--- src/u16u8_pkg.sv ---
// ----------------------------------------------------------------------------
// u16u8_pkg
// Shared types and constants for the UTF-16 to UTF-8 transcoder.
// ----------------------------------------------------------------------------
package u16u8_pkg;

    localparam logic [15:0] SUR_LO    = 16'hD800;
    localparam logic [15:0] LEAD_HI   = 16'hDBFF;
    localparam logic [15:0] TAIL_LO   = 16'hDC00;
    localparam logic [15:0] SUR_HI    = 16'hDFFF;
    localparam logic [20:0] SUPP_BASE = 21'h10000;
    localparam logic [20:0] MAX_1B    = 21'h00007F;
    localparam logic [20:0] MAX_2B    = 21'h0007FF;
    localparam logic [20:0] MAX_3B    = 21'h00FFFF;
    localparam logic [7:0]  LEAD_2B   = 8'hC0;
    localparam logic [7:0]  LEAD_3B   = 8'hE0;
    localparam logic [7:0]  LEAD_4B   = 8'hF0;
    localparam logic [7:0]  CONT_B    = 8'h80;
    localparam logic [15:0] CAP_RESET = 16'd256;

    localparam logic KIND_DATA    = 1'b0;
    localparam logic KIND_SUMMARY = 1'b1;
    localparam logic STATUS_OK    = 1'b0;
    localparam logic STATUS_BAD   = 1'b1;

    typedef struct packed {
        logic [2:0]      nbytes;
        logic [3:0][7:0] bytes;
        logic            summary;
        logic [15:0]     count;
        logic            status;
    } bundle_t;

endpackage

--- src/u16u8_step.sv ---
// ----------------------------------------------------------------------------
// u16u8_step
// Input register, per-string state and single-pass decode of one code unit
// into a bundle of up to four UTF-8 bytes and an optional summary.
// ----------------------------------------------------------------------------
module u16u8_step
    import u16u8_pkg::*;
(
    input  logic        clk,
    input  logic        rst_n,
    input  logic        cfg_we,
    input  logic [15:0] cfg_wdata,
    input  logic        in_valid,
    output logic        in_ready,
    input  logic [15:0] in_unit,
    input  logic        in_last,
    input  logic        emit_free,
    output logic        bundle_load,
    output bundle_t     bundle
);

    logic        in_valid_reg;
    logic [15:0] unit_reg;
    logic        last_reg;
    logic [15:0] capacity_reg;
    logic [9:0]  pending_lead_reg, pending_lead_next;
    logic        lead_valid_reg, lead_valid_next;
    logic [15:0] bytes_written_reg, bytes_written_next;
    logic        halted_reg, halted_next;
    logic        error_seen_reg, error_seen_next;

    logic        in_move;
    logic        bundle_empty;
    logic [15:0] usable;
    logic        do_enc;
    logic [20:0] cp;
    logic [2:0]  n;
    logic        fit;
    logic [3:0][7:0] enc_bytes;

    assign usable = (capacity_reg == 16'd0) ? 16'd0 : capacity_reg - 16'd1;

    always_comb
    begin
        if (cp <= MAX_1B)
        begin
            n = 3'd1;
        end
        else if (cp <= MAX_2B)
        begin
            n = 3'd2;
        end
        else if (cp <= MAX_3B)
        begin
            n = 3'd3;
        end
        else
        begin
            n = 3'd4;
        end
    end

    assign fit = ({1'b0, bytes_written_reg} + {14'd0, n}) <= {1'b0, usable};

    always_comb
    begin
        enc_bytes = '0;
        case (n)
            3'd1:
            begin
                enc_bytes[0] = cp[7:0];
            end
            3'd2:
            begin
                enc_bytes[0] = LEAD_2B | {3'd0, cp[10:6]};
                enc_bytes[1] = CONT_B | {2'd0, cp[5:0]};
            end
            3'd3:
            begin
                enc_bytes[0] = LEAD_3B | {4'd0, cp[15:12]};
                enc_bytes[1] = CONT_B | {2'd0, cp[11:6]};
                enc_bytes[2] = CONT_B | {2'd0, cp[5:0]};
            end
            default:
            begin
                enc_bytes[0] = LEAD_4B | {5'd0, cp[20:18]};
                enc_bytes[1] = CONT_B | {2'd0, cp[17:12]};
                enc_bytes[2] = CONT_B | {2'd0, cp[11:6]};
                enc_bytes[3] = CONT_B | {2'd0, cp[5:0]};
            end
        endcase
    end

    always_comb
    begin
        pending_lead_next  = pending_lead_reg;
        lead_valid_next    = lead_valid_reg;
        bytes_written_next = bytes_written_reg;
        halted_next        = halted_reg;
        error_seen_next    = error_seen_reg;
        do_enc             = 1'b0;
        cp                 = {5'd0, unit_reg};
        bundle             = '0;

        if (!halted_reg && !error_seen_reg)
        begin
            if (lead_valid_reg)
            begin
                lead_valid_next = 1'b0;
                if (unit_reg >= TAIL_LO && unit_reg <= SUR_HI)
                begin
                    cp     = SUPP_BASE + {1'b0, pending_lead_reg, unit_reg[9:0]};
                    do_enc = 1'b1;
                end
                else
                begin
                    error_seen_next = 1'b1;
                end
            end
            else if (bytes_written_reg >= usable)
            begin
                halted_next = 1'b1;
            end
            else if (unit_reg < SUR_LO || unit_reg > SUR_HI)
            begin
                do_enc = 1'b1;
            end
            else if (unit_reg > LEAD_HI)
            begin
                error_seen_next = 1'b1;
            end
            else
            begin
                pending_lead_next = unit_reg[9:0];
                lead_valid_next   = 1'b1;
            end
        end

        if (do_enc)
        begin
            if (fit)
            begin
                bundle.nbytes      = n;
                bundle.bytes       = enc_bytes;
                bytes_written_next = bytes_written_reg + {13'd0, n};
            end
            else
            begin
                halted_next = 1'b1;
            end
        end

        if (last_reg)
        begin
            if (lead_valid_next)
            begin
                error_seen_next = 1'b1;
            end
            bundle.summary     = 1'b1;
            bundle.status      = error_seen_next ? STATUS_BAD : STATUS_OK;
            bundle.count       = error_seen_next ? 16'd0 : bytes_written_next;
            pending_lead_next  = '0;
            lead_valid_next    = 1'b0;
            bytes_written_next = '0;
            halted_next        = 1'b0;
            error_seen_next    = 1'b0;
        end
    end

    assign bundle_empty = (bundle.nbytes == 3'd0) && !bundle.summary;
    assign in_move      = in_valid_reg && (bundle_empty || emit_free);
    assign bundle_load  = in_move && !bundle_empty;
    assign in_ready     = !in_valid_reg || in_move;

    always_ff @(posedge clk or negedge rst_n)
    begin
        if (!rst_n)
        begin
            in_valid_reg      <= 1'b0;
            capacity_reg      <= CAP_RESET;
            pending_lead_reg  <= '0;
            lead_valid_reg    <= 1'b0;
            bytes_written_reg <= '0;
            halted_reg        <= 1'b0;
            error_seen_reg    <= 1'b0;
        end
        else
        begin
            if (cfg_we)
            begin
                capacity_reg <= cfg_wdata;
            end
            if (in_ready)
            begin
                in_valid_reg <= in_valid;
            end
            if (in_move)
            begin
                pending_lead_reg  <= pending_lead_next;
                lead_valid_reg    <= lead_valid_next;
                bytes_written_reg <= bytes_written_next;
                halted_reg        <= halted_next;
                error_seen_reg    <= error_seen_next;
            end
        end
    end

    always_ff @(posedge clk)
    begin
        if (in_ready && in_valid)
        begin
            unit_reg <= in_unit;
            last_reg <= in_last;
        end
    end

endmodule

--- src/u16u8_emit.sv ---
// ----------------------------------------------------------------------------
// u16u8_emit
// Result register holding one bundle; sends its bytes and summary one
// transfer per cycle on the output stream while out_ready is high.
// ----------------------------------------------------------------------------
module u16u8_emit
    import u16u8_pkg::*;
(
    input  logic        clk,
    input  logic        rst_n,
    input  logic        load,
    input  bundle_t     bundle_in,
    output logic        free,
    output logic        out_valid,
    input  logic        out_ready,
    output logic [31:0] out_data,
    output logic        out_user,
    output logic        out_last
);

    logic       bvalid_reg;
    logic [2:0] idx_reg;
    bundle_t    bundle_reg;
    logic       at_summary;
    logic       xfer;

    assign at_summary = (idx_reg == bundle_reg.nbytes);
    assign out_valid  = bvalid_reg;
    assign out_user   = at_summary ? KIND_SUMMARY : KIND_DATA;
    assign out_last   = bundle_reg.summary ? at_summary
                                           : ((idx_reg + 3'd1) == bundle_reg.nbytes);
    assign out_data   = at_summary
                      ? {7'd0, bundle_reg.status, bundle_reg.count, 8'd0}
                      : {7'd0, STATUS_OK, 16'd0, bundle_reg.bytes[idx_reg[1:0]]};
    assign xfer       = bvalid_reg && out_ready;
    assign free       = !bvalid_reg || (xfer && out_last);

    always_ff @(posedge clk or negedge rst_n)
    begin
        if (!rst_n)
        begin
            bvalid_reg <= 1'b0;
            idx_reg    <= '0;
        end
        else if (load)
        begin
            bvalid_reg <= 1'b1;
            idx_reg    <= '0;
        end
        else if (xfer && out_last)
        begin
            bvalid_reg <= 1'b0;
            idx_reg    <= '0;
        end
        else if (xfer)
        begin
            idx_reg <= idx_reg + 3'd1;
        end
    end

    always_ff @(posedge clk)
    begin
        if (load)
        begin
            bundle_reg <= bundle_in;
        end
    end

endmodule

--- src/utf16_to_utf8_transcoder_unit.sv ---
// ----------------------------------------------------------------------------
// utf16_to_utf8_transcoder_unit
// UTF-16 code units in, UTF-8 bytes and an end-of-string summary out.
//
// Input stream: one code unit per transfer, tlast on the final unit.
// Output stream: tuser 0 carries a UTF-8 byte, tuser 1 the summary with
// byte count and status; tlast marks the last result of an input unit.
// Output is limited to capacity - 1 bytes; a character that does not fit
// ends the string quietly. On status 1 the count is zero and bytes already
// sent for the string are to be dropped.
// Each unit passes the input register, then its results the output register.
// Throughput with m_axis_tready high: one result per cycle, set by the single
// output register; a unit yielding no result or one result is taken every
// cycle, a unit yielding k results (up to 5) holds the output until all sent.
// Reset clears the string state and sets capacity to 256.
// If the receiver stalls, the held result stays put, the next unit yielding
// results is decoded and waits in the input register, then tready falls.
// The user writes capacity via cfg_we/cfg_wdata only while the block is idle; the block does not enforce it.
// ----------------------------------------------------------------------------
module utf16_to_utf8_transcoder_unit
    import u16u8_pkg::*;
(
    input  logic        clk,
    input  logic        rst_n,
    input  logic        cfg_we,
    input  logic [15:0] cfg_wdata,
    input  logic        s_axis_tvalid,
    output logic        s_axis_tready,
    input  logic [15:0] s_axis_tdata,   // [15:0] code_unit
    input  logic        s_axis_tlast,
    output logic        m_axis_tvalid,
    input  logic        m_axis_tready,
    output logic [31:0] m_axis_tdata,   // [7:0] out_byte, [23:8] byte_count, [24] status
    output logic        m_axis_tuser,   // [0] kind
    output logic        m_axis_tlast
);

    logic    emit_free;
    logic    bundle_load;
    bundle_t bundle;

    u16u8_step u_step
    (
        .clk         (clk),
        .rst_n       (rst_n),
        .cfg_we      (cfg_we),
        .cfg_wdata   (cfg_wdata),
        .in_valid    (s_axis_tvalid),
        .in_ready    (s_axis_tready),
        .in_unit     (s_axis_tdata),
        .in_last     (s_axis_tlast),
        .emit_free   (emit_free),
        .bundle_load (bundle_load),
        .bundle      (bundle)
    );

    u16u8_emit u_emit
    (
        .clk       (clk),
        .rst_n     (rst_n),
        .load      (bundle_load),
        .bundle_in (bundle),
        .free      (emit_free),
        .out_valid (m_axis_tvalid),
        .out_ready (m_axis_tready),
        .out_data  (m_axis_tdata),
        .out_user  (m_axis_tuser),
        .out_last  (m_axis_tlast)
    );

    // summary always closes the results of its unit
    a_summary_last: assert property (@(posedge clk) disable iff (!rst_n)
        (m_axis_tvalid && m_axis_tuser == KIND_SUMMARY) |-> m_axis_tlast)
        else $error("summary without tlast");

    // failed string reports a zero count
    a_bad_count: assert property (@(posedge clk) disable iff (!rst_n)
        (m_axis_tvalid && m_axis_tuser == KIND_SUMMARY && m_axis_tdata[24] == STATUS_BAD)
        |-> (m_axis_tdata[23:8] == 16'd0))
        else $error("error summary with non-zero count");

    // data bytes carry no count or status
    a_data_clean: assert property (@(posedge clk) disable iff (!rst_n)
        (m_axis_tvalid && m_axis_tuser == KIND_DATA) |-> (m_axis_tdata[31:8] == 24'd0))
        else $error("data byte with summary fields set");

    // a bundle is only loaded when the result register can take it
    a_load_free: assert property (@(posedge clk) disable iff (!rst_n)
        bundle_load |-> emit_free)
        else $error("result register overwritten");

endmodule
--- config.mk ---
export PLATFORM = sky130hd
export DESIGN_NAME = utf16_to_utf8_transcoder_unit
export DESIGN_NICKNAME = d
export VERILOG_FILES = /design/src/u16u8_pkg.sv /design/src/u16u8_step.sv /design/src/u16u8_emit.sv /design/src/utf16_to_utf8_transcoder_unit.sv
export SDC_FILE = /design/constraint.sdc
export NUM_CORES = 1
export LEC_CHECK = 0
export ABC_CLOCK_PERIOD_IN_PS = 10600
export BUFFER_PORTS_ARGS = -buffer_cell sky130_fd_sc_hd__buf_2
export CAP_MARGIN = 15
export CELL_PAD_IN_SITES_DETAIL_PLACEMENT = 0
export CELL_PAD_IN_SITES_GLOBAL_PLACEMENT = 1
export CORE_ASPECT_RATIO = 0.5
export CORE_MARGIN = 2
export CORE_UTILIZATION = 51
export CTS_CLUSTER_SIZE = 12
export DETAILED_ROUTE_END_ITERATION = 16
export PLACE_DENSITY_LB_ADDON = 0.1
export SETUP_SLACK_MARGIN = 0.3
export SLEW_MARGIN = 20
export SYNTH_ARGS = -nofsm -noshare
export SYNTH_HDL_FRONTEND = slang
export SYNTH_SLANG_ARGS = --single-unit
--- constraint.sdc ---
create_clock -name clk -period 10.6 [get_ports clk]
set_input_delay 1.59 -clock clk [delete_from_list [all_inputs] [get_ports clk]]
set_output_delay 1.59 -clock clk [all_outputs]
set_load 0.02 [all_outputs]
==> key figures, run 1 <==
Critical path
  – Worst-path cell chain: ha_1 > and3b_1 > o211ai_1 > nand2_1 > inv_1 > nor2_1 > ha_1 > a21o_1 > a21oi_1 > nor3_1 > and2_1 > nand3_1 > xnor2_1 > ha_1 > nand4_1 > or4_1 > o21ai_0 > o32a_1 > nand2_1 > buf_4 > o21ai_1 > nand3_1 > buf_2
  – Worst path top cell family by delay: simple AND/OR/NAND/NOR gates
  – Cell with the biggest individual delay on the critical path: inv_1
  – Buffers plus inverters on the worst setup path: 3
  – Crit Path Category: reg2out
  – Critical path data arrival time: 7.20 ns
  – Max incr delay on CP: 0.66 ns
  – Required arrival time at the worst endpoint: 9.01 ns
  – CP dominant cell by count: ha_1
  – Critical Path End Type: output pin
  – Startpoint type of the worst setup path: register
  – Maximum fanout along the worst path: 48

Cells and area
  – Area taken by multi-input logic gates: 0.003694 mm²
  – Layout cell share with drive strength beyond 1: 19.00%
  – Total area of sequential cells: 0.003264 mm²
  – Number of fillers in the final layout: 1178
  – Net count reported at finish: 822
  – Antenna diode instance count: 0
  – Area delta synth->final: 13.83%
  – Max FFs per register: 50

Die
  – I/O pins: 74
  – FP Rows: 30
  – Die Wd: 172.1 µm
  – Die height: 88.07 µm
  – Core region area: 0.01366 mm²
  – Full die area: 0.01516 mm²
  – Initial core utilization: 52.77%

GRT
  – Initial antenna violation count: 0
  – Global-route wire length before repair: 28390 µm
  – Overall Global Routing Usage: 24.67%
  – Largest net degree at the start of global routing: 51
  – Via count of the first global-routing pass: 5455
  – Congestion Overflow GR: 0

Clock tree
  – Clock transition at the registers of the reported paths: 0.06 ns
  – TritonCTS clock tree: yes
  – Hold-fix buffer count after cts: 0
  – Max clock buf depth: 2
  – Post-cts repair resize count: 0
  – Level count of the clock H-tree: 4
  – Skew-Pair Late Insertion Delay: 0.42 ns
  – Count of clock tree sinks: 117
  – Setup Buffers After CTS: 0
  – Total clock buffers created by CTS: 17
  – Cell at the root of the clock tree: clkbuf_16

STA
  – Number of max-slew violations in the final report: 0
  – Relative slew slack: 26.98%
  – Fin. Hold Viols: 0
  – Setup skew after layout: 0.01024 ns
  – Total setup violations reported at the end of the flow: 0
  – Setup repair after global routing missed its margin: no
  – Share of the clock period used by the worst path after layout: 82.95%
  – Post-route setup TNS: 0 ns
  – Post-layout min period: 8.793 ns
  – Maximum achievable frequency: 113.7 MHz
  – Measured slew at the worst slew-check pin: 1.092 ns

Power and ir drop
  – IR Drop Worst-Case VDD: 0.1141 mV
  – Net switching power: 0.8071 mW
  – Internal portion of total power: 1.263 mW
  – Static power due to leakage: 3.366 nW
  – Switching part of the total power: 39.00%
  – Total design power: 2.070 mW
  – Relative contribution of the clock network to total power: 28.3%
  – Power density over cell area: 252.2 mW/mm²
  – Fraction of power consumed by combinational cells: 35.2%
  – Share of power burned in registers: 36.5%

Logic synthesis
  – Cell types occupying the most area after synthesis: edfxtp_1 (28%), dfrtp_1 (17%), ha_1 (6.6%), a21oi_1 (3.3%), nand2_1 (3.3%)
  – List of most frequent post-synthesis cells: edfxtp_1 (67), nand2_1 (63), dfrtp_1 (49)
  – Number of enable flip-flop cells after synthesis: 67
  – Sequential cell area fraction in the yosys report: 45.28%
  – Dominant cell by count in the synthesized netlist: edfxtp_1
  – Async S/R FF share, synth: 42.74%
  – Mean post-synth cell area: 10.28 µm²
  – Yosys cell types: 72
  – Top cell type by total area after synthesis: edfxtp_1
  – Cell count after synthesis: 701
  – Post-synthesis sequential element count: 117
  – Most frequently used flop master after synthesis: edfxtp_1
  – Number of warnings issued by yosys: 0
  – Proportion of netlist area held by the largest area contributor: 27.91%
  – Post-Synthesis Cell Area: 0.007209 mm²

Place
  – Estimated wirelength of the detail-placed design: 12480 µm
  – Placer Congestion: 0.9114
  – Port Buf Inserts: 66

Routing
  – DRT antenna net count: 0
  – Count of TritonRoute iterations in the first routing pass: 5
  – Routed wire length: 17610 µm
  – Initial DRC Count: 434
  – Number of vias in the routed layout: 5699
  – Detail-routed net length per standard cell: 18.53 µm
  – Number of remaining DRC errors: 0
  – Detailed-route vias per instance: 5.999

Hold path
  – HP Class: reg2reg

Status
  – Outcome: finished clean

Flow run
  – Max_cap viols: 0
-- cell usage in the layout, fill, tap and decap left out, types with 8 or more instances in the layout --
| cell type | instances |
|---|---|
| xnor2_1 | 12 |
| a22o_1 | 15 |
| nor3_1 | 20 |
| edfxtp_1 | 67 |
| xor2_1 | 17 |
| nand3_1 | 30 |
| a21oi_1 | 47 |
| nor4_1 | 8 |
| dfrtp_1 | 49 |
| nand2_1 | 63 |
| nor2b_1 | 12 |
| o21ai_0 | 14 |
| nor2_1 | 38 |
| clkbuf_16 | 17 |
| and3_1 | 9 |
| mux2_2 | 15 |
| buf_2 | 66 |
| and2_1 | 22 |
| or4_1 | 17 |
| ha_1 | 38 |
| inv_1 | 14 |
| nand4_1 | 8 |
| o31ai_1 | 26 |
-- stage by stage --
step                      util [%]  instance area, µm²  hold slack [ns]  setup slack, ns  cells
after global routing         60.06                8207           0.5348            1.217    950
after detailed placement     55.73                7615           0.4883            2.382    918
after floorplan                  -                7232           0.4479            3.608    707
final                        60.06                8207           0.5060            1.807    950
after CTS                    60.06                8207           0.5071            1.896    950
after global placement       55.73                7615           0.4921            2.709    918
-- per-layer routing --
layer / track usage (%) / part of all wire, % / vias to the layer above
li1: - / - / 2729
met3: 4.654 / 5.7 / 31
met2: 40.05 / 45 / 188
met5: 0 / 0 / -
met1: 33.55 / 47 / 2751
met4: 8.938 / 2.3 / 0
-- cells by family after synthesis --
kind of cell               Yosys count  synth area share, %
other                                1              0.05202
xor gates and xnor gates            30                3.853
buffers and inverters               66                4.009
and+or+nand+nor                    263                19.66
muxes                               24                4.807
adders and majority gates           39                6.873
DFF                                117                45.28
AOI/OAI and AO/OA                  161                15.46
-- power groups by stage --
stage | clock (mW) | combinational, mW | sequential, mW
floorplan | 0 | 0.545 | 0.711
global placement | 0 | 0.719 | 0.760
detailed placement | 0 | 0.724 | 0.763
CTS | 0.590 | 0.729 | 0.755
global route | 0.610 | 0.804 | 0.771
finish | 0.587 | 0.728 | 0.755
-- worst paths after layout --
path / from / endpoint / slack [ns] / cells past startpoint
setup / recovery: u_step.pending_lead_reg[6] / s_axis_tready / 1.81 / 23
hold / removal: u_step.pending_lead_reg[0] / u_step.pending_lead_reg[0] / 0.51 / 1
setup reg to reg: u_step.pending_lead_reg[6] / u_emit.bundle_reg[42] / 2.86 / 21
hold reg to reg: u_step.pending_lead_reg[0] / u_step.pending_lead_reg[0] / 0.51 / 1
max in group asynchronous: rst_n / u_step.pending_lead_reg[6] / 8.84 / 2
min in group asynchronous: rst_n / u_step.capacity_reg[3] / 1.30 / 2
-- worst reg2reg max path, stage by stage, from the launching register on --
cell	delay (ns)
dfrtp_1	0.43
ha_1	0.27
and3b_1	0.18
o211ai_1	0.34
nand2_1	0.47
inv_1	0.66
nor2_1	0.21
ha_1	0.33
a21o_1	0.12
a21oi_1	0.16
nor3_1	0.59
and2_1	0.27
nand3_1	0.15
xnor2_1	0.21
ha_1	0.32
nand4_1	0.09
or4_1	0.51
o21ai_0	0.12
o32a_1	0.22
and2_1	0.35
o211ai_1	0.41
inv_2	0.93
-- cell type report --
class,count,area share [%]
inverter,15,0.6861
tap,192,2.927
multi-input combinational,524,45.01
clock buffer,17,5.184
timing repair buffer,70,4.391
clock inverter,15,2.028
sequential,117,39.78
(Power assumes the default switching activity.)
==> inputs of run 2 (changes only) <==
ABC_CLOCK_PERIOD_IN_PS = 7400   (was 10600)
CORE_UTILIZATION = 43   (was 51)
clock period = 7.4 ns   (was 10.6 ns; I/O delays follow)
==> key figures, run 2 (same netlist as run 1, synthesis figures left out) <==
Clock tree
  – Skew-Pair Late Insertion Delay: 0.42 ns
  – Hold-fix buffer count after cts: 0
  – Count of clock tree sinks: 117
  – Cell at the root of the clock tree: clkbuf_16
  – Total clock buffers created by CTS: 17
  – TritonCTS clock tree: yes
  – Clock transition at the registers of the reported paths: 0.06 ns
  – Level count of the clock H-tree: 4
  – Max clock buf depth: 2

Routing
  – Routed wire length: 18150 µm
  – DRT antenna net count: 0
  – Initial DRC Count: 399
  – Count of TritonRoute iterations in the first routing pass: 6
  – Number of remaining DRC errors: 0
  – Number of vias in the routed layout: 5666
  – Detail-routed net length per standard cell: 18.11 µm
  – Detailed-route vias per instance: 5.655

GRT
  – Via count of the first global-routing pass: 5407
  – Congestion Overflow GR: 0
  – Overall Global Routing Usage: 21.50%
  – Global-route wire length before repair: 29590 µm
  – Largest net degree at the start of global routing: 51
  – Initial antenna violation count: 0

STA
  – Setup repair after global routing missed its margin: no
  – Number of max-slew violations in the final report: 0
  – Share of the clock period used by the worst path after layout: 91.05%
  – Maximum achievable frequency: 148.4 MHz
  – Relative slew slack: 47.33%
  – Measured slew at the worst slew-check pin: 0.7853 ns
  – Setup skew after layout: 0.007761 ns
  – Fin. Hold Viols: 0
  – Post-layout min period: 6.738 ns
  – Fin Hold WS: 0.5150 ns
  – Total setup violations reported at the end of the flow: 0
  – Post-route setup TNS: 0 ns
  – Final worst-path setup slack: 0.6624 ns

Cells and area
  – Most used cells in the layout excluding fill and tap cells: edfxtp_1 (67), buf_2 (66), nand2_1 (63), dfrtp_1 (48), a21oi_1 (45)
  – Most common cell after layout, fill and taps aside: edfxtp_1
  – Fin cells: 1002
  – Layout cell share with drive strength beyond 1: 22.32%
  – Area taken by multi-input logic gates: 0.003785 mm²
  – Total area of sequential cells: 0.003266 mm²
  – Area delta synth->final: 17.37%
  – Max FFs per register: 50
  – Final std cell area, no fill: 0.008462 mm²
  – Antenna diode instance count: 0
  – Net count reported at finish: 839
  – Core Util, Final: 51.62%
  – Number of fillers in the final layout: 1529

Power and ir drop
  – Total design power: 2.980 mW
  – IR Drop Worst-Case VDD: 0.1663 mV
  – Static power due to leakage: 3.489 nW
  – Power density over cell area: 352.2 mW/mm²

Critical path
  – Cell with the biggest individual delay on the critical path: or4_1
  – Buffers plus inverters on the worst setup path: 1
  – Setup crit start: u_step.pending_lead_reg[6]
  – Critical path data arrival time: 5.63 ns
  – Required arrival time at the worst endpoint: 6.29 ns
  – Max incr delay on CP: 0.52 ns
  – Crit Path Category: reg2out
  – Critical Path End Type: output pin
  – CP dominant cell by count: ha_1
  – Worst path top cell family by delay: simple AND/OR/NAND/NOR gates
  – Startpoint type of the worst setup path: register
  – Worst-path cell chain: ha_1 > nor2_1 > o211ai_1 > o31ai_1 > nand2b_1 > nor2_4 > nor2_1 > ha_1 > fa_1 > a21oi_4 > nor3b_4 > and4_1 > nand3_1 > or2_2 > nand2_1 > ha_1 > nand4_1 > or4_1 > o21ai_0 > o32a_1 > nand2_1 > o21ai_2 > nand3_1 > buf_2
  – Reg2reg start: u_step.pending_lead_reg[6]
  – Maximum fanout along the worst path: 6

Hold path
  – Min-delay src: u_step.pending_lead_reg[0]
  – HP Class: reg2reg

Status
  – Outcome: finished clean

Place
  – Port Buf Inserts: 66
  – Post-place setup slack: 0.5185 ns
  – Placer Congestion: 0.8844
  – Cell area after placement: 0.007761 mm²
  – Instance count after placement with tap cells included: 965
  – Estimated wirelength of the detail-placed design: 12930 µm

Die
  – Die Wd: 187.1 µm
  – Initial core utilization: 43.98%
  – Core region area: 0.01639 mm²
  – FP Rows: 33
  – Die height: 95.56 µm
  – I/O pins: 74
  – Full die area: 0.01788 mm²

Flow run
  – Max_cap viols: 0
[run 2: cell types whose count changed in the layout (fill, tap and decap cells not counted), moves of 2 or more]
cell      previous run  this run
nor2_4               0         2
clkbuf_8             0         3
buf_4                4        20
clkinv_2             0         3
inv_6                7         2
a21oi_1             47        45
nor3b_1              3         1
nor2_1              38        36
[run 2: path summary, 6_finish.rpt]
check	end	slack [ns]	depth (start not counted)
max in group asynchronous	u_step.lead_valid_reg	6.07	2
hold / removal	u_step.pending_lead_reg[0]	0.51	1
hold reg to reg	u_step.pending_lead_reg[0]	0.51	1
setup / recovery	s_axis_tready	0.66	24
min in group asynchronous	u_step.capacity_reg[0]	0.82	2
setup reg to reg	u_emit.bundle_reg[19]	1.38	24
[run 2: final cells by class]
| cell class | instances | share of cell area [%] |
|---|---|---|
| inverter | 15 | 0.6654 |
| sequential | 117 | 38.59 |
| multi-input combinational | 524 | 44.73 |
| clock buffer | 21 | 5.560 |
| timing repair buffer | 87 | 5.915 |
| tap | 227 | 3.356 |
| clock inverter | 11 | 1.183 |
[run 2: per-layer routing]
layer	share of wire, %	GRT usage [%]	wire, µm
met2	45	34.01	8140
met4	1.8	7.804	331
met5	0	0	0
met1	50	29.48	8992
met3	3.8	4.490	682
[run 2: power breakdown]
| part | total [mW] | leakage, nW | switching (mW) | internal, mW |
|---|---|---|---|---|
| sequential | 1.08 | 1.27 | 0.149 | 0.930 |
| clock | 0.802 | 0.268 | 0.313 | 0.488 |
| combinational | 1.10 | 1.95 | 0.692 | 0.408 |
| total | 2.98 | 3.49 | 1.15 | 1.83 |
[run 2: what timing repair did]
item                                    in CTS  in global routing
endpoints found under the setup margin       1                  1
pin swaps                                    1                  4
gates resized for setup                      3                 15
setup buffers                                0                  5
